**src/sv/two_button_menu_fsm_defines.svh**
```systemverilog
// Assertion macros used by the menu controller core module.
`ifndef TWO_BUTTON_MENU_FSM_DEFINES_SVH
`define TWO_BUTTON_MENU_FSM_DEFINES_SVH

// Check a property at every rising clk edge outside reset.
`define TBM_ASSERT(lbl, prop, msg) \
  lbl: assert property (@(posedge clk) disable iff (!rst_n) prop) else $error(msg);

// Check a property at every rising clk edge, reset included.
`define TBM_ASSERT_ALWAYS(lbl, prop, msg) \
  lbl: assert property (@(posedge clk) prop) else $error(msg);

`endif

```
**src/sv/tbm_pkg.sv**
```systemverilog
`timescale 1ns / 1ps

package tbm_pkg;

  localparam int unsigned STEP_BITS_DEF  = 4;
  localparam int unsigned TIMER_BITS_DEF = 32;

  localparam int unsigned FIELD_W  = 4;
  localparam int unsigned REQ_W    = 3;
  localparam int unsigned CFG_W    = 32;
  localparam int unsigned CFG_IDX_W = 2;

  localparam logic [FIELD_W-1:0] NUM_STEPS_RST        = 4'd4;
  localparam logic [CFG_W-1:0]   OPEN_TIMEOUT_RST     = 32'd10000;
  localparam logic [CFG_W-1:0]   SELECTED_TIMEOUT_RST = 32'd5000;

  localparam logic [CFG_IDX_W-1:0] CFG_IDX_NUM_STEPS        = 2'd0;
  localparam logic [CFG_IDX_W-1:0] CFG_IDX_OPEN_TIMEOUT     = 2'd1;
  localparam logic [CFG_IDX_W-1:0] CFG_IDX_SELECTED_TIMEOUT = 2'd2;

  typedef enum logic [REQ_W-1:0] {
    REQ_NEXT     = 3'd0,
    REQ_ACCEPT   = 3'd1,
    REQ_LEAVE    = 3'd2,
    REQ_EXIT     = 3'd3,
    REQ_TICK     = 3'd4,
    REQ_LOAD_BRT = 3'd5,
    REQ_LOAD_INT = 3'd6
  } req_t;

  typedef enum logic [FIELD_W-1:0] {
    EV_NONE          = 4'd0,
    EV_STEP          = 4'd1,
    EV_FIRST_CHANGE  = 4'd2,
    EV_SECOND_CHANGE = 4'd3,
    EV_SELECT        = 4'd4,
    EV_APPLY         = 4'd5,
    EV_FIRST_ENTER   = 4'd6,
    EV_SECOND_ENTER  = 4'd7,
    EV_EXIT          = 4'd8
  } evt_t;

  typedef struct packed {
    logic [FIELD_W-1:0] num_steps;
    logic [CFG_W-1:0]   open_timeout;
    logic [CFG_W-1:0]   selected_timeout;
  } cfg_t;

  typedef struct packed {
    logic [FIELD_W-1:0] returned_value;
    logic [FIELD_W-1:0] current_step;
    logic [FIELD_W-1:0] selected_step;
    logic [FIELD_W-1:0] brightness_value;
    logic [FIELD_W-1:0] interval_value;
    logic               menu_open;
    evt_t               event_code;
  } res_t;

  // value + 1, back to 1 once it passes num_steps - 1
  function automatic logic [FIELD_W-1:0] wrap_setting(input logic [FIELD_W-1:0] v,
                                                      input logic [FIELD_W-1:0] num);
    logic [FIELD_W+1:0] n;
    n = {2'b00, v} + 6'd1;
    if ((n + 6'd1) > {2'b00, num}) begin
      n = 6'd1;
    end
    return n[FIELD_W-1:0];
  endfunction

endpackage

```
**src/sv/two_button_menu_fsm.sv**
```systemverilog
`timescale 1ns / 1ps
`default_nettype none

// Channel  Dir  Beat contents
// in_      in   tuser: req_type[2:0]; tdata: load_value[3:0], zero pad to 8 bits
// out_     out  tdata: returned, current, selected, brightness, interval, open, event
// cfg_     in   write enable, register index, 32-bit write data, no read-back
//
// One event a cycle sustained while out_tready stays high.
// Input register, then the next-state logic, then the output register.
// Synchronous active-low reset clears the menu state and loads register defaults.
// An output stall holds the output register and the input register behind it.
module two_button_menu_fsm #(
  parameter int unsigned STEP_BITS  = tbm_pkg::STEP_BITS_DEF,
  parameter int unsigned TIMER_BITS = tbm_pkg::TIMER_BITS_DEF
) (
  input  wire logic                           clk,
  input  wire logic                           rst_n,
  input  wire logic                           in_tvalid,
  output wire logic                           in_tready,
  input  wire logic [7:0]                     in_tdata,   // load_value[3:0]
  input  wire logic [tbm_pkg::REQ_W-1:0]      in_tuser,   // req_type[2:0]
  output wire logic                           out_tvalid,
  input  wire logic                           out_tready,
  // returned_value[3:0], current_step[7:4], selected_step[11:8],
  // brightness_value[15:12], interval_value[19:16], menu_open[20], event_code[24:21]
  output wire logic [31:0]                    out_tdata,
  input  wire logic                           cfg_we,
  input  wire logic [tbm_pkg::CFG_IDX_W-1:0]  cfg_index,
  input  wire logic [tbm_pkg::CFG_W-1:0]      cfg_wdata
);

  tbm_pkg::cfg_t                 cfg;
  tbm_pkg::res_t                 res;
  tbm_pkg::res_t                 out_r;
  logic                          out_valid_r;
  logic                          in_valid_r;
  logic [tbm_pkg::REQ_W-1:0]     req_r;
  logic [tbm_pkg::FIELD_W-1:0]   load_r;
  logic                          advance;
  logic                          fire;

  assign advance   = !out_valid_r || out_tready;
  assign fire      = in_valid_r && advance;
  assign in_tready = !in_valid_r || advance;

  tbm_cfg u_cfg (
    .clk       (clk),
    .rst_n     (rst_n),
    .cfg_we    (cfg_we),
    .cfg_index (cfg_index),
    .cfg_wdata (cfg_wdata),
    .cfg       (cfg)
  );

  tbm_core #(
    .STEP_BITS  (STEP_BITS),
    .TIMER_BITS (TIMER_BITS)
  ) u_core (
    .clk   (clk),
    .rst_n (rst_n),
    .cfg   (cfg),
    .fire  (fire),
    .req   (req_r),
    .load  (load_r),
    .res   (res)
  );

  always_ff @(posedge clk) begin
    if (!rst_n) begin
      in_valid_r <= 1'b0;
    end else if (in_tvalid && in_tready) begin
      in_valid_r <= 1'b1;
    end else if (fire) begin
      in_valid_r <= 1'b0;
    end
  end

  always_ff @(posedge clk) begin
    if (in_tvalid && in_tready) begin
      req_r  <= in_tuser;
      load_r <= in_tdata[tbm_pkg::FIELD_W-1:0];
    end
  end

  always_ff @(posedge clk) begin
    if (!rst_n) begin
      out_valid_r <= 1'b0;
    end else if (fire) begin
      out_valid_r <= 1'b1;
    end else if (out_tready) begin
      out_valid_r <= 1'b0;
    end
  end

  always_ff @(posedge clk) begin
    if (fire) begin
      out_r <= res;
    end
  end

  assign out_tvalid = out_valid_r;
  assign out_tdata  = {7'd0, out_r.event_code, out_r.menu_open, out_r.interval_value,
                       out_r.brightness_value, out_r.selected_step, out_r.current_step,
                       out_r.returned_value};

endmodule

`default_nettype wire

```
**src/sv/tbm_cfg.sv**
```systemverilog
`timescale 1ns / 1ps
`default_nettype none

module tbm_cfg (
  input  wire logic                           clk,
  input  wire logic                           rst_n,
  input  wire logic                           cfg_we,
  input  wire logic [tbm_pkg::CFG_IDX_W-1:0]  cfg_index,
  input  wire logic [tbm_pkg::CFG_W-1:0]      cfg_wdata,
  output tbm_pkg::cfg_t                       cfg
);

  tbm_pkg::cfg_t cfg_r;

  always_ff @(posedge clk) begin
    if (!rst_n) begin
      cfg_r.num_steps        <= tbm_pkg::NUM_STEPS_RST;
      cfg_r.open_timeout     <= tbm_pkg::OPEN_TIMEOUT_RST;
      cfg_r.selected_timeout <= tbm_pkg::SELECTED_TIMEOUT_RST;
    end else if (cfg_we) begin
      case (cfg_index)
        tbm_pkg::CFG_IDX_NUM_STEPS: begin
          cfg_r.num_steps <= cfg_wdata[tbm_pkg::FIELD_W-1:0];
        end
        tbm_pkg::CFG_IDX_OPEN_TIMEOUT: begin
          cfg_r.open_timeout <= cfg_wdata;
        end
        tbm_pkg::CFG_IDX_SELECTED_TIMEOUT: begin
          cfg_r.selected_timeout <= cfg_wdata;
        end
        default: begin
        end
      endcase
    end
  end

  assign cfg = cfg_r;

endmodule

`default_nettype wire

```
**src/sv/tbm_core.sv**
```systemverilog
`timescale 1ns / 1ps
`default_nettype none

`include "two_button_menu_fsm_defines.svh"

module tbm_core #(
  parameter int unsigned STEP_BITS  = tbm_pkg::STEP_BITS_DEF,
  parameter int unsigned TIMER_BITS = tbm_pkg::TIMER_BITS_DEF
) (
  input  wire logic                          clk,
  input  wire logic                          rst_n,
  input  wire tbm_pkg::cfg_t                 cfg,
  input  wire logic                          fire,
  input  wire logic [tbm_pkg::REQ_W-1:0]     req,
  input  wire logic [tbm_pkg::FIELD_W-1:0]   load,
  output tbm_pkg::res_t                      res
);

  localparam int unsigned CW = (STEP_BITS + 1 > tbm_pkg::FIELD_W + 1) ?
                               STEP_BITS + 1 : tbm_pkg::FIELD_W + 1;
  localparam logic [STEP_BITS-1:0] STEP_ONE = STEP_BITS'(1);
  localparam logic [STEP_BITS-1:0] STEP_TWO = STEP_BITS'(2);

  logic                          open_r, open_nxt;
  logic [STEP_BITS-1:0]          step_r, step_nxt;
  logic [STEP_BITS-1:0]          sel_r, sel_nxt;
  logic [tbm_pkg::FIELD_W-1:0]   brt_r, brt_nxt;
  logic [tbm_pkg::FIELD_W-1:0]   int_r, int_nxt;
  logic [TIMER_BITS-1:0]         idle_r, idle_nxt;
  logic [tbm_pkg::FIELD_W-1:0]   ret;
  logic                          have_ret;
  tbm_pkg::evt_t                 ev;

  always_comb begin
    logic [CW-1:0]           s;
    logic [tbm_pkg::CFG_W-1:0] wait_ticks;
    logic                    do_next;

    open_nxt = open_r;
    step_nxt = step_r;
    sel_nxt  = sel_r;
    brt_nxt  = brt_r;
    int_nxt  = int_r;
    idle_nxt = idle_r;
    ev       = tbm_pkg::EV_NONE;
    ret      = '0;
    have_ret = 1'b0;
    do_next  = 1'b0;
    s        = CW'(step_r) + CW'(1);
    wait_ticks = (sel_r == '0) ? cfg.open_timeout : cfg.selected_timeout;

    case (tbm_pkg::req_t'(req))
      tbm_pkg::REQ_NEXT: begin
        do_next = open_r;
      end
      tbm_pkg::REQ_ACCEPT: begin
        if (!open_r) begin
          open_nxt = 1'b1;
          do_next  = 1'b1;
        end else begin
          idle_nxt = '0;
          if (step_r != STEP_ONE && step_r != STEP_TWO && sel_r != '0) begin
            sel_nxt = '0;
            ev      = tbm_pkg::EV_APPLY;
          end else if (step_r == STEP_ONE && sel_r != STEP_ONE) begin
            sel_nxt = STEP_ONE;
            ev      = tbm_pkg::EV_FIRST_ENTER;
          end else if (step_r == STEP_TWO && sel_r != STEP_TWO) begin
            sel_nxt = STEP_TWO;
            ev      = tbm_pkg::EV_SECOND_ENTER;
          end else begin
            sel_nxt = step_r;
            ev      = tbm_pkg::EV_SELECT;
          end
        end
      end
      tbm_pkg::REQ_LEAVE: begin
        idle_nxt = '0;
        sel_nxt  = '0;
      end
      tbm_pkg::REQ_EXIT: begin
        open_nxt = 1'b0;
        step_nxt = '0;
        sel_nxt  = '0;
        idle_nxt = '0;
        ev       = tbm_pkg::EV_EXIT;
      end
      tbm_pkg::REQ_TICK: begin
        if (open_r) begin
          if (idle_r != '1) begin
            idle_nxt = idle_r + TIMER_BITS'(1);
          end
          if (tbm_pkg::CFG_W'(idle_nxt) >= wait_ticks) begin
            idle_nxt = '0;
            sel_nxt  = '0;
            if (sel_r == '0) begin
              open_nxt = 1'b0;
              step_nxt = '0;
              ev       = tbm_pkg::EV_EXIT;
            end
          end
        end
      end
      tbm_pkg::REQ_LOAD_BRT: begin
        brt_nxt = load;
      end
      tbm_pkg::REQ_LOAD_INT: begin
        int_nxt = load;
      end
      default: begin
      end
    endcase

    if (do_next) begin
      idle_nxt = '0;
      have_ret = 1'b1;
      if (sel_r == STEP_ONE) begin
        brt_nxt = tbm_pkg::wrap_setting(brt_r, cfg.num_steps);
        ev      = tbm_pkg::EV_FIRST_CHANGE;
        ret     = brt_nxt;
      end else if (sel_r == STEP_TWO) begin
        int_nxt = tbm_pkg::wrap_setting(int_r, cfg.num_steps);
        ev      = tbm_pkg::EV_SECOND_CHANGE;
        ret     = int_nxt;
      end else begin
        if (step_r != '0 && sel_r == step_r) begin
          sel_nxt = '0;
        end else begin
          if (s > CW'(cfg.num_steps)) begin
            s = CW'(1);
          end
          step_nxt = STEP_BITS'(s);
        end
        ev  = tbm_pkg::EV_STEP;
        ret = tbm_pkg::FIELD_W'(CW'(step_nxt));
      end
    end

    if (!have_ret) begin
      ret = tbm_pkg::FIELD_W'(CW'(step_nxt));
    end
  end

  always_ff @(posedge clk) begin
    if (!rst_n) begin
      open_r <= 1'b0;
      step_r <= '0;
      sel_r  <= '0;
      brt_r  <= '0;
      int_r  <= '0;
      idle_r <= '0;
    end else if (fire) begin
      open_r <= open_nxt;
      step_r <= step_nxt;
      sel_r  <= sel_nxt;
      brt_r  <= brt_nxt;
      int_r  <= int_nxt;
      idle_r <= idle_nxt;
    end
  end

  assign res.returned_value   = ret;
  assign res.current_step     = tbm_pkg::FIELD_W'(CW'(step_nxt));
  assign res.selected_step    = tbm_pkg::FIELD_W'(CW'(sel_nxt));
  assign res.brightness_value = brt_nxt;
  assign res.interval_value   = int_nxt;
  assign res.menu_open        = open_nxt;
  assign res.event_code       = ev;

  `TBM_ASSERT(a_closed_clear, !open_r |-> (step_r == '0 && sel_r == '0), "closed menu holds a step")
  `TBM_ASSERT(a_sel_is_step, (sel_r == '0 || sel_r == step_r), "selection differs from step")
  `TBM_ASSERT(a_exit_clears, (fire && req == tbm_pkg::REQ_EXIT) |=> (!open_r && idle_r == '0), "exit left state")
  `TBM_ASSERT(a_open_by_accept, $rose(open_r) |-> $past(fire && req == tbm_pkg::REQ_ACCEPT), "menu opened without accept")

endmodule

`default_nettype wire

```
**config.mk**
```make
export PLATFORM = sky130hd
export DESIGN_NAME = two_button_menu_fsm
export DESIGN_NICKNAME = d
export VERILOG_FILES = /design/src/sv/tbm_pkg.sv /design/src/sv/two_button_menu_fsm.sv /design/src/sv/tbm_cfg.sv /design/src/sv/tbm_core.sv
export VERILOG_INCLUDE_DIRS = /design/src /design/src/sv
export SDC_FILE = /design/constraint.sdc
export NUM_CORES = 1
export LEC_CHECK = 0
export ABC_AREA = 1
export BUFFER_PORTS_ARGS = -buffer_cell sky130_fd_sc_hd__buf_4
export CORE_MARGIN = 2
export CORE_UTILIZATION = 45
export CTS_BUF_LIST = sky130_fd_sc_hd__clkbuf_8
export CTS_CLUSTER_SIZE = 30
export DETAILED_ROUTE_END_ITERATION = 16
export PLACE_DENSITY = 0.74
export SYNTH_ARGS = -nofsm -noshare
export SYNTH_HDL_FRONTEND = slang
export SYNTH_HIERARCHICAL = 1
export SYNTH_SLANG_ARGS = --single-unit
```
**constraint.sdc**
```tcl
create_clock -name clk -period 9.5 [get_ports clk]
set_input_delay 0.95 -clock clk [delete_from_list [all_inputs] [get_ports clk]]
set_output_delay 0.95 -clock clk [all_outputs]
set_load 0.005 [all_outputs]
```
# After elaboration in Yosys (flattened, before gate mapping)
# Cells that the tools add are included.
word_totals:
  reg_bits: 151
  in_bits: 50
  output_inout_bits: 34
classes:
  add_sub_neg: 6
  n_lt_le_gt_ge: 4
  n_eq_ne: 20
  n_mux: 64
  n_reduce_logical: 24
ops:
  columns: ["op", "count"]
  rows:
  - ["$mux W32", 8]
  - ["$mux W4", 39]
  - ["$pmux W32 S3", 1]
  - ["$add A32 B1 Y32 const B", 1]
  - ["$ge A32 B32 Y1", 1]
  - ["$ne A32 B32 Y1 const B", 1]
  - ["$pmux W4 S3", 2]
  - ["$add A4 B1 Y5 const B", 3]
  - ["$add A5 B1 Y6 const B", 2]
  - ["$gt A6 B4 Y1", 2]
  - ["$reduce_bool A4 Y1", 3]
  - ["$eq A3 B3 Y1 const B", 3]
  - ["$mux W1", 9]
  - ["$eq A4 B1 Y1 const B", 2]
  - ["$eq A4 B2 Y1 const B", 2]
  - ["$ne A4 B1 Y1 const B", 2]
  - ["$ne A4 B2 Y1 const B", 2]
  - ["$pmux W4 S2", 1]
  - ["$logic_and A1 B1 Y1", 7]
  - ["$eq A3 B2 Y1 const B", 2]
  - ["$ne A3 B1 Y1 const B", 2]
  - ["$reduce_and A2 Y1", 3]
  - ["$gt A5 B4 Y1", 1]
  - ["$eq A4 B4 Y1", 1]
  - ["other kinds (14)", 18]

# Longest topological paths before layout
depth:
  depth_word: 13
  depth_mapped: 27
  ltp_nobuf: 26

# By module
# The synthesis kept the hierarchy.
modules_own_cells:
  columns: ["mod", "instances", "cells_each", "area_per_inst_um2", "seq_area_each_um2"]
  rows:
  - ["tbm_core", 1, 828, 5432.7, 980.9]
  - ["tbm_cfg", 1, 417, 2755.1, 1361.3]
  - ["two_button_menu_fsm", 1, 53, 1112.3, 1001.0]

# Worst setup path before layout
# Ideal clock, no wire load.
synth_timing:
  path_type: "input to register"
  from: "input port out_tready"
  to: "register u_core.idle_r[25]"
  setup_ps: 70
  t_arrival_ps: 3507
  path_slack_ps: 5923
  cell_stages: 9
  n_path_buf: 1
  path_cell_list: "inv_1 > a21oi_1 > inv_1 > a21oi_4 > nand2_1 > nor2_4 > buf_4 > nand2_1 > a21oi_1"
synth_between:
  elab_chain_cells: 3
synth_rtl:
  columns: ["element", "line", "text"]
  rows:
  - ["start, declared", "two_button_menu_fsm.sv:24", "input wire logic out_tready,"]
  - ["$logic_or A1 B1 Y1", "two_button_menu_fsm.sv:43", "assign advance = !out_valid_r || out_tready;"]
  - ["$logic_and A1 B1 Y1", "two_button_menu_fsm.sv:44", "assign fire = in_valid_r && advance;"]
  - ["net fire", "two_button_menu_fsm.sv:41", "logic fire;"]
  - ["$reduce_and A4 Y1 (no line)", null, null]
  - ["end signal, assigned", "tbm_core.sv:158", "idle_r <= idle_nxt;"]
  - ["end, declared", "tbm_core.sv:29", "logic [TIMER_BITS-1:0] idle_r, idle_nxt;"]
# The timed path passes the listed nets, and every way through them passes these cells.
# A chain may end at the register's enable or synchronous reset.

# Worst setup path after layout
layout_timing:
  from: "register u_core.idle_r[0]"
  to: "register u_core.idle_r[9]"
layout_between:
  elab_chain_cells: 9
layout_rtl:
  columns: ["element", "line", "text"]
  rows:
  - ["$add A32 B1 Y32 / $ne A32 B32 Y1 (equally long branches)", "tbm_core.sv:91, tbm_core.sv:90", null]
  - ["$mux W32 (*)", "tbm_core.sv:90", "if (idle_r != '1) begin"]
  - ["$mux W32 (*)", "tbm_core.sv:89", "if (open_r) begin"]
  - ["$mux W32 (*)", "tbm_core.sv:52", "case (tbm_pkg::req_t'(req))"]
  - ["$ge A32 B32 Y1", "tbm_core.sv:93", "if (tbm_pkg::CFG_W'(idle_nxt) >= wait_ticks) begin"]
  - ["$mux W32 (*)", "tbm_core.sv:93", null]
  - ["$mux W32 (*)", "tbm_core.sv:89", null]
  - ["$pmux W32 S3 (*)", "tbm_core.sv:52", null]
  - ["$mux W32 (*)", "tbm_core.sv:114", "if (do_next) begin"]
# Every way passes the cells marked *; elsewhere a longest branch is shown, timed or not. The select of a mux whose other input is x is not followed.

==> summary.md <==
| Metric | Value |
|---|---|
| Asr flop ratio synth | `0%` |
| Crit share post-route | `47.09%` |
| Num ports | `84` |
| Clock latency on the worst-skew pair | `0.46 ns` |
| Final setup viols | `0` |
| Normalized max-slew margin | `40.19%` |
| Vias in the first global route | `7133` |
| DRC errors left | `0` |
| M2 GR Usage | `30.79%` |
| RSZ-0062 raised after global routing | `false` |
| List of most frequent post-synthesis cells | `nand2_1 (382), nor2_1 (160), inv_1 (148)` |
| Setup TNS | `0 ns` |
| Clock Sinks | `151` |
| Total CTS buffers | `17` |
| Final core utilization | `51.16%` |
| Area leader, netlist | `dfxtp_1` |
| First-pass GRT wire length | `34600 um` |
| Number of port buffers | `72` |
| # hold bufs at CTS | `0` |
| Drt pass-1 iters | `7` |
| Post-synthesis cell type count | `49` |
| Total die area | `21830 sq um` |
| # rows | `52` |
| Die height | `147.8 um` |
| GR peak layer | `met2` |
| Post-DP HPWL | `about 15000 um` |
| Routed Antenna Nets | `0` |
| Filler cells | `1974` |
| Final setup skew | `about 0.020 ns` |
| Mean Syn Cell Area | `between 7 and 8 sq um` |
| Seq cells post-synth | `151` |
| Routed len/inst | `12.93 um` |
| Seq/Total Area, Yosys | `around 36%` |
| Total track usage | `19.43%` |
| Lkg Pwr | `5.019 nW` |
| Final GP Congestion | `0.9213` |
| Setup Fix Bufs, Post-CTS | `0` |
| Fmax | `0.2235 GHz` |
| GR met1 Demand/Resource | `27.38%` |
| Number of enable-type register cells in the synthesized netlist | `32` |
| Share of cells above drive strength 1 | `12.34%` |
| Status | `finished, final reports clean` |
| Yosys warns | `6` |
| Max-slew violation count | `0` |
| Root buf cell | `clkbuf_8` |
| Vias post-DR | `8013` |
| CTS tree | `done` |
| Most used DFF post-synth | `dfxtp_1` |
| DRT iter0 DRCs | `~690` |
| CP max FO | `32` |
| Largest net degree at the start of global routing | `77` |
| Final hold vios | `0` |
| Die W | `147.8 um` |
| Global route overflow | `0` |
| Worst Hold Class | `register to register` |
| Critical path launch point type | `register` |
| Top cell type's share of synthesized area | `approximately 26%` |
| Cells after Synth | `roughly 1300` |
| Worst Setup End Kind | `register` |
| Synthesized cell area | `9300 sq um` |
| Max-Cap Viols | `0` |
| Number of H-tree levels | `4` |
| DP Worst Slack | `5.018 ns` |
| Most frequent cell after synthesis | `nand2_1` |
| Worst setup margin | `5.026 ns` |
| Area grow syn2layout | `11.31%` |
| Number of nets in the layout | `1451` |
| Worst ir drop on vdd | `96.63 uV` |
| Fin crit period | `4.474 ns` |
| Max Root-Sink Buffers | `2` |
| Initial antenna violation count | `0` |
| Crit path kind | `register to register` |
| GRT met3 Usage | `3.611%` |
| CTS resizes | `0` |
| Worst Tran Pin Value | `around 0.89 ns` |
| ANT cells | `0` |
| Synth area leaders | `dfxtp_1 (26%), nand2_1 (15%), edfxtp_1 (10%)` |
| Vias per inst | `4.913` |
| Total Wirelength | `~21000 um` |
| Initial Util | `between 40 and 50%` |
| Reg clk slew, reported paths | `0.09 ns` |
| Worst Path Required | `9.88 ns` |
| PwrDens | `142.7 nW/um^2` |
| Worst Path Arrival | `4.85 ns` |
| Core area | `around 20000 sq um` |
[final cells by class]
type	instances	area, sq um	area share [%]
Inverter	161	604.3	5.838
Clock buffer	17	234.0	2.260
Timing Repair Buffer	78	585.6	5.656
Multi-Input combinational cell	939	5070	48.97
Sequential cell	151	3343	32.29
Tap cell	270	337.8	3.263
Clock inverter	15	177.7	1.716
[power by group]
group	switching [W]	internal [W]	leakage, nW	total (W)
Clock	0.000259	0.000262	0.208	0.000520
Sequential	0.0000220	0.000687	1.28	0.000709
Combinational	0.000153	0.0000955	3.53	0.000248
Total	0.000433	0.00104	5.02	0.00148
[cells in the final DEF, fill, tap and decap left out, drive strengths merged, types with 23 or more instances in the layout]
master,count
a21oi,77
buf,78
dfxtp,119
edfxtp,32
ha,53
inv,167
mux2i,32
nand2,386
nand3,57
nor2,176
nor3,23
o21ai,48
xor2,31
[worst max-delay path, cell delays in order, from the launching register on]
cell     delay, ns
dfxtp_1       0.44
ha_1          0.30
nand3_4       0.15
nor2_8        0.15
nand4_4       0.11
nor2_4        0.16
nand4_2       0.69
nand2_1       0.41
ha_1          0.29
a21oi_1       0.15
o21ai_0       0.09
nand2_1       0.07
nand2_1       0.08
a21oi_1       0.24
nand2_2       0.17
nor2_4        0.60
nand2_1       0.12
a21oi_1       0.15
[worst paths after layout]
check                         from               end  slack, ns  cells past startpoint
hold / removal        u_cfg/cfg[7]      u_cfg/cfg[7]       0.48                      2
setup / recovery  u_core/idle_r[0]  u_core/idle_r[9]       5.03                     17
hold reg to reg       u_cfg/cfg[7]      u_cfg/cfg[7]       0.48                      2
setup reg to reg  u_core/idle_r[0]  u_core/idle_r[9]       5.03                     17
[metrics by stage]
stage	std cells	area, sq um	total power, W	hold slack [ns]
4_1_cts	1631	10350	0.001493	0.4803
3_5_place_dp	1599	9941	0.0009702	0.4579
6_report	1631	10350	0.001477	0.4779
2_1_floorplan	1304	9323	0.0008997	0.4287
5_1_grt	1631	10350	0.001549	0.5006
3_3_place_gp	1599	9941	0.0009641	0.4466
[registers in the layout, indices dropped and copies added (netlist names)]
signal	cells
req_r	3
in_valid_r	1
u_core/int_r	4
u_core/open_r	1
u_cfg/cfg	68
u_core/sel_r	4
out_tdata	25
load_r	4
u_core/brt_r	4
u_core/step_r	4
u_core/idle_r	32
out_tvalid	1
[routing by layer]
layer  routed length [um]  vias up
li1                     -     4203
met1                10070     3560
met2                 9600      228
met3                 1183       22
met4                  234        0
met5                    0        -
[kinds of logic after synthesis]
group,count (synthesis),synth area share (%)
muxes,32,3.444
and+or+nand+nor,664,31.08
DFF,151,35.95
buffers and inverters,214,9.902
xor gates and xnor gates,43,4.049
adders and majority gates,53,7.130
AOI/OAI and AO/OA,140,8.409
other,1,0.04032
No activity file was read; power rests on OpenSTA's default activity.
